===== src/tuph_pkg.sv =====
`timescale 1ns / 1ps

package tuph_pkg;

  localparam logic [7:0]  ProtoTcp   = 8'd6;
  localparam logic [7:0]  ProtoUdp   = 8'd17;
  localparam logic [14:0] TcpSumWord = 15'd8;
  localparam logic [14:0] UdpSumWord = 15'd3;

  // two-entry queues on both sides of the accumulator
  localparam int QDepth = 2;
  localparam int QPtrW  = $clog2(QDepth);
  localparam int QCntW  = $clog2(QDepth + 1);

  typedef enum logic {
    CmdAddr = 1'b0,
    CmdSeg  = 1'b1
  } cmd_e;

  typedef struct packed {
    logic        command;
    logic [15:0] data_word;
    logic        odd_byte;
    logic        last;
    logic [7:0]  protocol;
  } in_item_t;

  typedef struct packed {
    logic [15:0] checksum;
    logic        status;
  } out_item_t;

  // classified word handed from front to back
  typedef struct packed {
    logic [15:0] word;
    logic        last;
    logic        proto_ok;
    logic [15:0] tail_sum;   // protocol + byte count, folded
  } mid_item_t;

  typedef struct packed {
    logic full;
    logic empty;
  } q_stat_t;

  // ones' complement add with end-around carry
  function automatic logic [15:0] oc_add(input logic [15:0] a, input logic [15:0] b);
    logic [16:0] s;
    logic [16:0] f;
    s = {1'b0, a} + {1'b0, b};
    f = {1'b0, s[15:0]} + {16'd0, s[16]};
    return f[15:0];
  endfunction

endpackage


===== src/tcp_udp_pseudo_header_checksum_top.sv =====
`timescale 1ns / 1ps
// Each word is registered in the mid queue, each result in the result queue. Throughput: one
// word per cycle while results drain; the front classifies, the back runs one end-around-carry
// add per word, and two-entry queues sit between front and back and at the result side.
// Reset (rst_ni, async, active low) clears the running sum, the byte count and both queues.
module tcp_udp_pseudo_header_checksum_top import tuph_pkg::*; (
  input  logic      clk_i,
  input  logic      rst_ni,
  input  logic      push,
  output logic      full,
  input  in_item_t  item_i,
  output logic      empty,
  input  logic      pop,
  output out_item_t result_o
);

  mid_item_t mid_in, mid_out;
  q_stat_t   mid_stat, out_stat;
  logic      accept;
  logic      mid_pop;

  assign accept = push && !mid_stat.full;
  assign full   = mid_stat.full;
  assign empty  = out_stat.empty;

  tuph_front u_front (
    .clk_i    (clk_i),
    .rst_ni   (rst_ni),
    .accept_i (accept),
    .item_i   (item_i),
    .mid_o    (mid_in)
  );

  tuph_mid_queue u_mid_queue (
    .clk_i  (clk_i),
    .rst_ni (rst_ni),
    .push_i (accept),
    .data_i (mid_in),
    .pop_i  (mid_pop),
    .data_o (mid_out),
    .stat_o (mid_stat)
  );

  tuph_back u_back (
    .clk_i      (clk_i),
    .rst_ni     (rst_ni),
    .mid_i      (mid_out),
    .mid_stat_i (mid_stat),
    .mid_pop_o  (mid_pop),
    .pop_i      (pop),
    .result_o   (result_o),
    .out_stat_o (out_stat)
  );

  a_mid_flags: assert property (@(posedge clk_i) disable iff (!rst_ni)
    !(mid_stat.full && mid_stat.empty))
    else $error("mid queue full and empty at once");

  a_accept_lands: assert property (@(posedge clk_i) disable iff (!rst_ni)
    accept |=> !mid_stat.empty)
    else $error("accepted transaction missing from mid queue");

  a_bad_proto_zero: assert property (@(posedge clk_i) disable iff (!rst_ni)
    (!empty && result_o.status) |-> (result_o.checksum == 16'd0))
    else $error("error status with nonzero checksum");

endmodule


===== src/tuph_front.sv =====
`timescale 1ns / 1ps

module tuph_front import tuph_pkg::*; (
  input  logic      clk_i,
  input  logic      rst_ni,
  input  logic      accept_i,
  input  in_item_t  item_i,
  output mid_item_t mid_o
);

  logic [15:0] count_q, count_d;
  logic [15:0] count_next;
  logic [14:0] index;
  logic        is_seg;
  logic        is_tcp, is_udp;
  logic        zero_field;
  logic [15:0] word;

  assign is_seg = (cmd_e'(item_i.command) == CmdSeg);
  assign is_tcp = (item_i.protocol == ProtoTcp);
  assign is_udp = (item_i.protocol == ProtoUdp);
  assign index  = count_q[15:1];

  // the segment's own checksum field is summed as zero
  assign zero_field = (is_tcp && index == TcpSumWord) || (is_udp && index == UdpSumWord);

  always_comb begin
    word       = item_i.data_word;
    count_next = count_q;
    if (is_seg) begin
      if (zero_field) begin
        word = 16'd0;
      end
      if (item_i.odd_byte) begin
        word       = {word[15:8], 8'h00};
        count_next = count_q + 16'd1;
      end else begin
        count_next = count_q + 16'd2;
      end
    end
  end

  assign count_d = item_i.last ? 16'd0 : count_next;

  always_ff @(posedge clk_i or negedge rst_ni) begin
    if (!rst_ni) begin
      count_q <= 16'd0;
    end else if (accept_i) begin
      count_q <= count_d;
    end
  end

  assign mid_o.word     = word;
  assign mid_o.last     = item_i.last;
  assign mid_o.proto_ok = is_tcp || is_udp;
  assign mid_o.tail_sum = oc_add({8'h00, item_i.protocol}, count_next);

endmodule


===== src/tuph_mid_queue.sv =====
`timescale 1ns / 1ps

module tuph_mid_queue import tuph_pkg::*; (
  input  logic      clk_i,
  input  logic      rst_ni,
  input  logic      push_i,
  input  mid_item_t data_i,
  input  logic      pop_i,
  output mid_item_t data_o,
  output q_stat_t   stat_o
);

  mid_item_t        mem_q [QDepth];
  logic [QPtrW-1:0] wr_ptr_q, rd_ptr_q;
  logic [QCntW-1:0] cnt_q;
  logic             do_push, do_pop;

  assign stat_o.full  = (cnt_q == QCntW'(QDepth));
  assign stat_o.empty = (cnt_q == '0);
  assign do_push = push_i && !stat_o.full;
  assign do_pop  = pop_i && !stat_o.empty;
  assign data_o  = mem_q[rd_ptr_q];

  always_ff @(posedge clk_i) begin
    if (do_push) begin
      mem_q[wr_ptr_q] <= data_i;
    end
  end

  always_ff @(posedge clk_i or negedge rst_ni) begin
    if (!rst_ni) begin
      wr_ptr_q <= '0;
      rd_ptr_q <= '0;
      cnt_q    <= '0;
    end else begin
      if (do_push) begin
        wr_ptr_q <= wr_ptr_q + QPtrW'(1);
      end
      if (do_pop) begin
        rd_ptr_q <= rd_ptr_q + QPtrW'(1);
      end
      if (do_push && !do_pop) begin
        cnt_q <= cnt_q + QCntW'(1);
      end else if (do_pop && !do_push) begin
        cnt_q <= cnt_q - QCntW'(1);
      end
    end
  end

endmodule


===== src/tuph_back.sv =====
`timescale 1ns / 1ps

module tuph_back import tuph_pkg::*; (
  input  logic      clk_i,
  input  logic      rst_ni,
  input  mid_item_t mid_i,
  input  q_stat_t   mid_stat_i,
  output logic      mid_pop_o,
  input  logic      pop_i,
  output out_item_t result_o,
  output q_stat_t   out_stat_o
);

  logic [15:0]      sum_q, sum_d;
  logic [15:0]      sum_word;
  out_item_t        res;
  logic             res_push;
  out_item_t        oq_q [QDepth];
  logic [QPtrW-1:0] wr_ptr_q, rd_ptr_q;
  logic [QCntW-1:0] cnt_q;
  logic             do_pop;

  assign out_stat_o.full  = (cnt_q == QCntW'(QDepth));
  assign out_stat_o.empty = (cnt_q == '0);

  // a last word waits until there is room for its result
  assign mid_pop_o = !mid_stat_i.empty && (!mid_i.last || !out_stat_o.full);
  assign res_push  = mid_pop_o && mid_i.last;
  assign do_pop    = pop_i && !out_stat_o.empty;

  assign sum_word = oc_add(sum_q, mid_i.word);
  assign sum_d    = mid_i.last ? 16'd0 : sum_word;

  always_comb begin
    if (mid_i.proto_ok) begin
      res.checksum = ~oc_add(sum_word, mid_i.tail_sum);
      res.status   = 1'b0;
    end else begin
      res.checksum = 16'd0;
      res.status   = 1'b1;
    end
  end

  always_ff @(posedge clk_i) begin
    if (res_push) begin
      oq_q[wr_ptr_q] <= res;
    end
  end

  always_ff @(posedge clk_i or negedge rst_ni) begin
    if (!rst_ni) begin
      sum_q    <= 16'd0;
      wr_ptr_q <= '0;
      rd_ptr_q <= '0;
      cnt_q    <= '0;
    end else begin
      if (mid_pop_o) begin
        sum_q <= sum_d;
      end
      if (res_push) begin
        wr_ptr_q <= wr_ptr_q + QPtrW'(1);
      end
      if (do_pop) begin
        rd_ptr_q <= rd_ptr_q + QPtrW'(1);
      end
      if (res_push && !do_pop) begin
        cnt_q <= cnt_q + QCntW'(1);
      end else if (do_pop && !res_push) begin
        cnt_q <= cnt_q - QCntW'(1);
      end
    end
  end

  assign result_o = oq_q[rd_ptr_q];

endmodule


===== config.mk =====
export PLATFORM = sky130hd
export DESIGN_NAME = tcp_udp_pseudo_header_checksum_top
export DESIGN_NICKNAME = d
export VERILOG_FILES = /design/src/tuph_pkg.sv /design/src/tcp_udp_pseudo_header_checksum_top.sv /design/src/tuph_front.sv /design/src/tuph_mid_queue.sv /design/src/tuph_back.sv
export SDC_FILE = /design/constraint.sdc
export NUM_CORES = 1
export LEC_CHECK = 0
export BUFFER_PORTS_ARGS = -buffer_cell sky130_fd_sc_hd__buf_2
export CORE_UTILIZATION = 65
export CTS_CLUSTER_SIZE = 14
export DETAILED_ROUTE_END_ITERATION = 10
export GPL_TIMING_DRIVEN = 0
export PLACE_DENSITY = 0.86
export SYNTH_ARGS = -nofsm -noshare
export SYNTH_HDL_FRONTEND = slang
export SYNTH_SLANG_ARGS = --single-unit

===== constraint.sdc =====
create_clock -name clk_i -period 13.7 [get_ports clk_i]
set_clock_uncertainty 0.1 [all_clocks]
set_input_delay 0.685 -clock clk_i [delete_from_list [all_inputs] [get_ports clk_i]]
set_output_delay 0.685 -clock clk_i [all_outputs]
set_load 0.02 [all_outputs]

==> flow_metrics.env, run 1 <==
export IMPL_period_needed_ns=8.95
export IMPL_wl_per_cell_um=18.4
export IMPL_tightest_slew_ns=1.00
export IMPL_drv_slew=0
export IMPL_cts_tree="done"
export IMPL_nFillCells=905
export IMPL_rsz0062_at_grt="false"
export IMPL_die_w_um=118
export IMPL_place_detailed_hpwl_um=14100
export IMPL_r2r_start="u_mid_queue.rd_ptr_q$_DFFE_PN0P_"
export IMPL_startpoint_type="flop"
export IMPL_nets=938
export IMPL_slowest_stage="clkbuf_1"
export IMPL_clkTransAtPathRegs_ns=0.06
export IMPL_post_route_period_util_pct=65.3
export IMPL_cts_path_max_buffers=2
export IMPL_antenna_found_initial=0
export IMPL_post_cts_buffers=0
export IMPL_critPathLaunch="u_mid_queue.rd_ptr_q$_DFFE_PN0P_"
export IMPL_yosysSeqAreaShare_pct=46.5
export IMPL_cpMostUsedCell="ha_1"
export IMPL_viasPerCell=6.14
export IMPL_core_um2=13200
export IMPL_grt_pass1_vias=6482
export IMPL_max_stage_delay_ns=0.57
export IMPL_hold_slack_ns=0.324
export IMPL_crit_buf_inv=3
export IMPL_clock_sinks=142
export IMPL_die_y_um=118
export IMPL_synth_top_area_share_pct=35.0
export IMPL_io_pins=50
export IMPL_ys_warn_count=0
export IMPL_hold_viol=0
export IMPL_die_area_um2=13900
export IMPL_layout_drive_gt1_share_pct=17.9
export IMPL_max_slew_margin_pct=33.2
export IMPL_setup_viol=0
export IMPL_avgSynthCellArea_um2=11.2
export IMPL_post_route_util_pct=74.5
export IMPL_synth_edf_count=102
export IMPL_ant_nets=0
export IMPL_syn_nets=869
export IMPL_io_buffers=48
export IMPL_rr_worst_depth=35
export IMPL_grt_usage_pct=29.3
export IMPL_netlist_top_cells_area="edfxtp_1, dfrtp_1, ha_1"
export IMPL_cp_top_family="compound AO/OA/AOI/OAI gates"
export IMPL_r2r_end="u_back.oq_q[1][15]$_DFFE_PP_"
export IMPL_maxCapViolations=0
export IMPL_num_vias=6401
export IMPL_cp_arrival_ns=9.10
export IMPL_ctsResizeCount=0
export IMPL_synthDistinctLibCells=68
export IMPL_gp_congestion=0.896
export IMPL_synth_ff_type="edfxtp_1"
export IMPL_grt_max_degree=41
export IMPL_cts_buffers=17
export IMPL_status="finished clean"
export IMPL_drt_total_wl_um=19200
export IMPL_yosysTopAreaCell="edfxtp_1"
export IMPL_htree_num_levels=4
export IMPL_finalSetupTns_ns=0
export IMPL_end_kind="flop"
export IMPL_rows=42
export IMPL_required_ns=13.85
export IMPL_cts_hold_buffers_added=0
export IMPL_worst_path_max_fanout=10
export IMPL_diodes=0
export IMPL_min_path_type="in2async"
export IMPL_grt_pass1_wl_um=31500
export IMPL_drtIter0Drc=436
export IMPL_critical_path_depth=35
export IMPL_crit_end="u_back.oq_q[1][15]$_DFFE_PP_"
export IMPL_areaGrowthSynthToFinish_pct=12.3
export IMPL_async_reset_ff_share_pct=28.2
export IMPL_syn_cell_area_um2=8750
export IMPL_synth_seq_cells=142
export IMPL_root_buffer="clkbuf_16"
export IMPL_start_util_pct=66.3
export IMPL_synthCells=784
export IMPL_regToRegSetupSlack_ns=4.75
export IMPL_critical_path_class="reg2reg"
export IMPL_grt_overflow_total=0
export IMPL_fmax_ghz=0.112
export IMPL_drc=0
export IMPL_clkLatencyLatePin_ns=0.43
export IMPL_drt_pre_antenna_iters=4
==> per-stage QoR <==
stage,area [um2],setup slack (ns),cells
floorplan,8750,6.60,784
global placement,9210,5.24,1008
detailed placement,9260,4.99,1010
CTS,9820,4.86,1042
global route,9830,3.96,1042
finish,9830,4.75,1042
==> Yosys cell counts, drive strengths merged, types with 9 or more instances <==
cell type / n
a21oi: 27
nand2: 46
o21ai: 36
nand3: 15
nor3: 19
mux2: 49
a21o: 13
nor2b: 20
nor2: 48
a22o: 20
inv: 19
nand2b: 11
xor2: 38
or3: 9
clkbuf: 15
dfrtp: 40
xnor2: 52
o21a: 9
nor4: 10
or2: 10
and2: 14
ha: 51
edfxtp: 102
==> worst min-delay path by stage <==
stage,end,slack [ns],startpoint,depth (start not counted)
after floorplan,u_back.cnt_q[0]$_DFFE_PN0P_,0.29,rst_ni,0
after global placement,u_back.wr_ptr_q$_DFFE_PN0P_,0.37,u_back.wr_ptr_q$_DFFE_PN0P_,1
after detailed placement,u_back.wr_ptr_q$_DFFE_PN0P_,0.39,u_back.wr_ptr_q$_DFFE_PN0P_,1
after CTS,u_mid_queue.wr_ptr_q$_DFFE_PN0P_,0.35,rst_ni,1
after global routing,u_mid_queue.wr_ptr_q$_DFFE_PN0P_,0.40,rst_ni,1
final,u_mid_queue.wr_ptr_q$_DFFE_PN0P_,0.32,rst_ni,1
==> area by class of cell <==
type                    instances  area [um2]  area share [%]
clock buffers                  19         443            4.51
well taps                     176         220            2.24
repair buffers                 50         279            2.84
flip-flops and latches        142        4060            41.4
inverters                      19        71.3           0.726
plain buffers                  21        93.8           0.955
multi-input cells             602        4540            46.2
clock inverters                13         118            1.20
==> layout by cell type (no fill, tap or decap), types with 14 or more instances in the layout <==
cell type	count
clkbuf_1	16
xnor2_1	52
inv_1	19
dfrtp_1	40
nor2b_1	20
nand2_1	46
buf_2	51
nand3_1	15
nor2_1	47
nor3_1	16
mux2_2	49
clkbuf_16	17
ha_1	51
xor2_1	38
o21ai_0	35
a21oi_1	27
a22o_1	20
and2_1	14
edfxtp_1	102
==> registers in the layout (all words and copies together) (netlist names), 2 cells and up <==
register / flops
u_back.sum_q: 16
u_mid_queue.mem_q: 68
u_mid_queue.cnt_q: 2
u_back.oq_q: 34
u_front.count_q: 16
u_back.cnt_q: 2
==> layer usage <==
metal  GRT usage [%]  vias up  wire length, um
met5               0        -                0
met4            15.9        0              826
met3            4.99       53              796
met1            35.4     3056             8050
li1                -     3086                -
met2            49.8      206             9480
==> kinds of logic after synthesis <==
group,after synthesis,synth area share [%]
AOI/OAI and AO/OA,162,12.7
buffers and inverters,40,1.89
and+or+nand+nor,243,15.2
xor gates and xnor gates,90,9.01
DFF,142,46.5
muxes,53,6.77
adders and majority gates,54,7.98
==> worst register-to-register path: cells and delay by family, from the launching register on <==
family                     cells  cell delay, ns
buffers and inverters          3            1.22
xor gates and xnor gates       1            0.47
and+or+nand+nor               10            1.91
muxes                          1            0.44
AOI/OAI and AO/OA             14            2.78
adders and majority gates      6            1.51
DFF                            1            0.34
Power of run 1 is not shown: default switching activity piles up to over one toggle a cycle in this logic, so the estimate is an artifact.
==> run 2, diff against run 1 <==
--- a/config.mk
+++ b/config.mk
@@ -6,11 +6,11 @@
 export NUM_CORES = 1
 export LEC_CHECK = 0
 export BUFFER_PORTS_ARGS = -buffer_cell sky130_fd_sc_hd__buf_2
-export CORE_UTILIZATION = 65
+export CORE_UTILIZATION = 62
 export CTS_CLUSTER_SIZE = 14
 export DETAILED_ROUTE_END_ITERATION = 10
 export GPL_TIMING_DRIVEN = 0
-export PLACE_DENSITY = 0.86
+export PLACE_DENSITY = 0.83
 export SYNTH_ARGS = -nofsm -noshare
 export SYNTH_HDL_FRONTEND = slang
 export SYNTH_SLANG_ARGS = --single-unit
==> constraint.sdc (replaced) <==
create_clock -name clk_i -period 9.2 [get_ports clk_i]
set_clock_uncertainty 0.1 [all_clocks]
set_input_delay 0.46 -clock clk_i [delete_from_list [all_inputs] [get_ports clk_i]]
set_output_delay 0.46 -clock clk_i [all_outputs]
set_load 0.02 [all_outputs]
==> run 2 against run 1 <==
Effect of this change: core utilization fell by 3.0 points; flip-flop and latch count did not move; first-iteration DRC count rose by 21%; global-route usage fell by 1.7 points; via count fell by 1.4%; setup slack got worse by 4.1 ns; non-clock buffer count did not move; sequential share of layout area fell by 0.26 points; clock-buffer cell count fell by 1; die area rose by 4.8%; critical path depth fell by 1; final cell count rose by 0.38%.
==> flow_metrics.env, run 2 (synthesis gave the netlist of run 1 again) <==
export IMPL_drt_total_wl_um=18700
export IMPL_areaGrowthSynthToFinish_pct=13.1
export IMPL_io_pins=50
export IMPL_critical_path_class="reg2reg"
export IMPL_clkTransAtPathRegs_ns=0.06
export IMPL_min_path_type="in2async"
export IMPL_cts_hold_buffers_added=0
export IMPL_regMostFlops="u_mid_queue.mem_q"
export IMPL_drtIter0Drc=527
export IMPL_final_cell_mix="edfxtp_1, buf_2, xnor2_1"
export IMPL_worst_path_max_fanout=10
export IMPL_maxCapViolations=0
export IMPL_finalSetupTns_ns=0
export IMPL_rsz0062_at_grt="false"
export IMPL_startpoint_type="flop"
export IMPL_multi_input_area_um2=4540
export IMPL_antenna_found_initial=0
export IMPL_ant_nets=0
export IMPL_wl_per_cell_um=17.9
export IMPL_start_util_pct=63.3
export IMPL_critPathLaunch="u_mid_queue.rd_ptr_q$_DFFE_PN0P_"
export IMPL_final_seq_area_um2=4060
export IMPL_cts_tree="done"
export IMPL_drc=0
export IMPL_place_detailed_hpwl_um=13800
export IMPL_largest_registers="u_mid_queue.mem_q (68), u_back.oq_q (34)"
export IMPL_crit_end="u_back.oq_q[1][15]$_DFFE_PP_"
export IMPL_nFillCells=953
export IMPL_num_vias=6309
export IMPL_nets=938
export IMPL_cpMostUsedCell="ha_1"
export IMPL_die_w_um=121
export IMPL_gp_congestion=0.911
export IMPL_die_area_um2=14600
export IMPL_slowest_stage="dfrtp_1"
export IMPL_cts_path_max_buffers=2
export IMPL_diodes=0
export IMPL_grt_overflow_total=0
export IMPL_end_kind="flop"
export IMPL_period_needed_ns=8.54
export IMPL_hold_viol=0
export IMPL_regToRegSetupSlack_ns=0.66
export IMPL_fmax_ghz=0.117
export IMPL_drt_pre_antenna_iters=5
export IMPL_grt_usage_pct=27.6
export IMPL_viasPerCell=6.03
export IMPL_drv_slew=0
export IMPL_status="finished clean"
export IMPL_largest_reg_flops=68
export IMPL_rows=43
export IMPL_tightest_slew_ns=0.988
export IMPL_grt_max_degree=41
export IMPL_cts_buffers=17
export IMPL_core_um2=13800
export IMPL_cp_arrival_ns=8.67
export IMPL_clock_sinks=142
export IMPL_layout_drive_gt1_share_pct=18.2
export IMPL_die_y_um=121
export IMPL_layout_commonest_cell="edfxtp_1"
export IMPL_r2r_end="u_back.oq_q[1][15]$_DFFE_PP_"
export IMPL_rr_worst_depth=34
export IMPL_grt_pass1_vias=6284
export IMPL_required_ns=9.33
export IMPL_grt_pass1_wl_um=30600
export IMPL_clkLatencyLatePin_ns=0.43
export IMPL_post_route_period_util_pct=92.9
export IMPL_setup_viol=0
export IMPL_io_buffers=48
export IMPL_max_slew_margin_pct=34.2
export IMPL_r2r_start="u_mid_queue.rd_ptr_q$_DFFE_PN0P_"
export IMPL_max_stage_delay_ns=0.59
export IMPL_htree_num_levels=4
export IMPL_root_buffer="clkbuf_16"
[run 2: changes by cell type in the layout (fill, tap and decap cells not counted), moves of 2 or more]
| cell | before | now |
|---|---|---|
| clkinvlp_4 | 4 | 2 |
| clkbuf_1 | 16 | 13 |
| bufinv_16 | 1 | 4 |
| clkbuf_2 | 0 | 2 |
[run 2: worst min path at each step]
stage | endpoint | slack, ns | start
2_1_floorplan | u_back.cnt_q[0]$_DFFE_PN0P_ | 0.06 | rst_ni
3_3_place_gp | u_back.wr_ptr_q$_DFFE_PN0P_ | 0.37 | u_back.wr_ptr_q$_DFFE_PN0P_
3_5_place_dp | u_back.wr_ptr_q$_DFFE_PN0P_ | 0.39 | u_back.wr_ptr_q$_DFFE_PN0P_
4_1_cts | u_back.rd_ptr_q$_DFFE_PN0P_ | 0.11 | rst_ni
5_1_grt | u_back.rd_ptr_q$_DFFE_PN0P_ | 0.16 | rst_ni
6_report | u_back.rd_ptr_q$_DFFE_PN0P_ | 0.09 | rst_ni
[run 2: worst max-delay path: cells and delay by family (launching register included)]
family                     cells  cell delay (ns)
xor gates and xnor gates       1             0.22
muxes                          1             0.38
DFF                            1             0.59
and+or+nand+nor               11             2.13
AOI/OAI and AO/OA             13             2.54
buffers and inverters          1             0.39
adders and majority gates      7             1.95
[run 2: timing repair]
item | 4_1_cts | 5_1_grt
endpoints found under the setup margin | 0 | 30
buffers inserted | 0 | 0
hold endpoints to repair | 0 | 0
gates resized for setup | 0 | 6
[run 2: metal layers]
metal | part of all wire [%] | track usage (%)
met5 | 0 | 0
met1 | 44 | 34.1
met2 | 50 | 47.8
met4 | 2.3 | 10.5
met3 | 3.2 | 5.33
[run 2: layout make-up]
class / instances / share of cell area, %
clock inverters: 14 / 1.95
flip-flops and latches: 142 / 41.1
clock buffers: 18 / 4.34
plain buffers: 20 / 0.936
inverters: 19 / 0.721
well taps: 180 / 2.28
repair buffers: 51 / 2.80
multi-input cells: 602 / 45.9
[run 2: per-stage QoR]
step	util [%]	hold WS [ns]	cells	cell area, um2	setup slack [ns]
after detailed placement	67.0	0.392	1015	9260	0.409
after global routing	71.5	0.158	1046	9890	0.0460
final	71.5	0.0863	1046	9890	0.656
after floorplan	-	0.0644	784	8750	2.10
after CTS	71.5	0.115	1047	9880	0.273
after global placement	66.6	0.370	1012	9210	0.636
Power of run 2 is left out for the same reason.
==> run 3, diff against run 2 <==
--- a/config.mk
+++ b/config.mk
@@ -6,11 +6,12 @@
 export NUM_CORES = 1
 export LEC_CHECK = 0
 export BUFFER_PORTS_ARGS = -buffer_cell sky130_fd_sc_hd__buf_2
-export CORE_UTILIZATION = 62
+export CAP_MARGIN = 20
+export CORE_UTILIZATION = 40
 export CTS_CLUSTER_SIZE = 14
 export DETAILED_ROUTE_END_ITERATION = 10
 export GPL_TIMING_DRIVEN = 0
-export PLACE_DENSITY = 0.83
+export PLACE_DENSITY = 0.58
 export SYNTH_ARGS = -nofsm -noshare
 export SYNTH_HDL_FRONTEND = slang
 export SYNTH_SLANG_ARGS = --single-unit
==> run 3 against run 2 <==
Effect of this change: global-route usage fell by 9.7 points; wire length rose by 0.87%; maximum frequency rose by 2.2%; design area rose by 1.1%; flip-flop and latch count did not move; setup slack improved by 0.18 ns; die area rose by 54%; via count fell by 3.6%; clock-buffer cell count fell by 1; largest cell class unchanged.
==> flow_metrics.env, run 3 (synthesis gave the netlist of run 1 again) <==
export IMPL_cts_buffers=17
export IMPL_grt_pass1_wl_um=30500
export IMPL_drv_slew=0
export IMPL_nFillCells=1958
export IMPL_drtIter0Drc=268
export IMPL_grt_overflow_total=0
export IMPL_place_detailed_hpwl_um=14000
export IMPL_setup_viol=0
export IMPL_final_cell_mix="edfxtp_1, buf_2, xnor2_1"
export IMPL_final_cells=1142
export IMPL_status="finished clean"
export IMPL_startpoint_type="flop"
export IMPL_cp_arrival_ns=8.51
export IMPL_num_vias=6082
export IMPL_wl_per_cell_um=16.5
export IMPL_die_y_um=150
export IMPL_max_slew_margin_pct=36.4
export IMPL_wl_met2_um=8560
export IMPL_drt_total_wl_um=18900
export IMPL_htree_num_levels=4
export IMPL_die_w_um=150
export IMPL_ant_nets=0
export IMPL_grt_usage_pct=17.9
export IMPL_wl_met1_um=9350
export IMPL_core_um2=21200
export IMPL_hold_viol=0
export IMPL_crit_buf_inv=1
export IMPL_start_util_pct=41.2
export IMPL_io_pins=50
export IMPL_drt_pre_antenna_iters=4
export IMPL_worst_path_max_fanout=10
export IMPL_required_ns=9.35
export IMPL_diodes=0
export IMPL_dpl_cell_count=1109
export IMPL_tightest_slew_ns=0.949
export IMPL_root_buffer="clkbuf_16"
export IMPL_rsz0062_at_grt="false"
export IMPL_io_buffers=48
export IMPL_min_path_type="in2reg"
export IMPL_grt_max_degree=41
export IMPL_layout_drive_gt1_share_pct=18.6
export IMPL_finalSetupTns_ns=0
export IMPL_regMostFlops="u_mid_queue.mem_q"
export IMPL_grt_pass1_vias=5829
export IMPL_viasPerCell=5.33
export IMPL_antenna_found_initial=0
export IMPL_cp_top_family="simple AND/OR/NAND/NOR gates"
export IMPL_gp_congestion=0.824
export IMPL_rows=53
export IMPL_maxCapViolations=0
export IMPL_cts_tree="done"
export IMPL_clkLatencyLatePin_ns=0.43
export IMPL_die_area_um2=22500
export IMPL_post_cts_buffers=0
export IMPL_layout_commonest_cell="edfxtp_1"
export IMPL_period_needed_ns=8.36
export IMPL_drc=0
export IMPL_areaGrowthSynthToFinish_pct=14.3
export IMPL_critical_path_class="reg2reg"
export IMPL_cts_path_max_buffers=2
export IMPL_clkTransAtPathRegs_ns=0.06
export IMPL_clock_sinks=142
export IMPL_end_kind="flop"
export IMPL_largest_registers="u_mid_queue.mem_q (68), u_back.oq_q (34)"
export IMPL_cpMostUsedCell="ha_1"
export IMPL_wl_met3_um=692
export IMPL_nets=939
export IMPL_max_stage_delay_ns=0.60
export IMPL_largest_reg_flops=68
export IMPL_post_route_period_util_pct=90.9
export IMPL_slowest_stage="dfrtp_1"
export IMPL_routed_top_layer="met4"
export IMPL_fmax_ghz=0.120
==> run 3: cell types whose count changed in the layout (fill, tap and decap cells not counted), sizes merged <==
cell         previous run  this run
clkbuf                 32        30
clkinvlp                2         3
clkinv                  7         4
dlygate4sd3             0         1
buf                    57        58
bufinv                  4         1
inv                    20        26
==> run 3: worst register-to-register path: cells and delay by family (launching register included) <==
kind                       cells  cell delay (ns)
DFF                            1             0.60
adders and majority gates      6             1.46
and+or+nand+nor               11             2.78
muxes                          1             0.38
AOI/OAI and AO/OA             13             2.05
buffers and inverters          1             0.38
xor gates and xnor gates       1             0.42
==> run 3: final timing paths <==
kind / start / endpoint / slack, ns / cells past startpoint
max in group asynchronous: rst_ni / u_mid_queue.rd_ptr_q$_DFFE_PN0P_ / 8.12 / 3
hold reg to reg: u_back.wr_ptr_q$_DFFE_PN0P_ / u_back.wr_ptr_q$_DFFE_PN0P_ / 0.41 / 1
min in group asynchronous: rst_ni / u_back.cnt_q[0]$_DFFE_PN0P_ / 0.37 / 2
setup / recovery: u_mid_queue.rd_ptr_q$_DFFE_PN0P_ / u_back.oq_q[0][15]$_DFFE_PP_ / 0.84 / 33
setup reg to reg: u_mid_queue.rd_ptr_q$_DFFE_PN0P_ / u_back.oq_q[0][15]$_DFFE_PP_ / 0.84 / 33
hold / removal: item_i[16] / u_mid_queue.mem_q[1][24]$_DFFE_PP_ / 0.23 / 2
==> run 3: cell type report <==
type	count	area (um2)	area share [%]
Sequential cell	142	4060	40.7
Tap cell	275	344	3.44
Clock buffer	17	425	4.26
Buffer	20	92.6	0.926
Multi-Input combinational cell	602	4540	45.5
Inverter	19	71.3	0.713
Clock inverter	15	154	1.54
Timing Repair Buffer	52	302	3.02
==> run 3: repair_timing <==
action	in CTS	in global routing
endpoints found under the setup margin	0	30
hold buffers	0	1
resized for setup	0	7
endpoints found under the hold margin	0	12
==> run 3: layer usage <==
metal  GRT usage, %  vias up
li1               -     3085
met1           23.9     2869
met2           29.0      107
met3           3.60       21
met4           5.35        0
met5              0        -
==> run 3: through the flow <==
step           hold slack (ns)  setup WS (ns)  area (um2)  utilization, %
3_5_place_dp             0.395          0.286        9380            44.2
5_1_grt                  0.226       0.000347       10000            47.1
6_report                 0.232          0.840       10000            47.1
3_3_place_gp             0.374          0.290        9330            44.0
2_1_floorplan           0.0644           2.10        8750               -
4_1_cts                  0.144          0.241        9960            46.9
Power of run 3 is left out for the same reason.
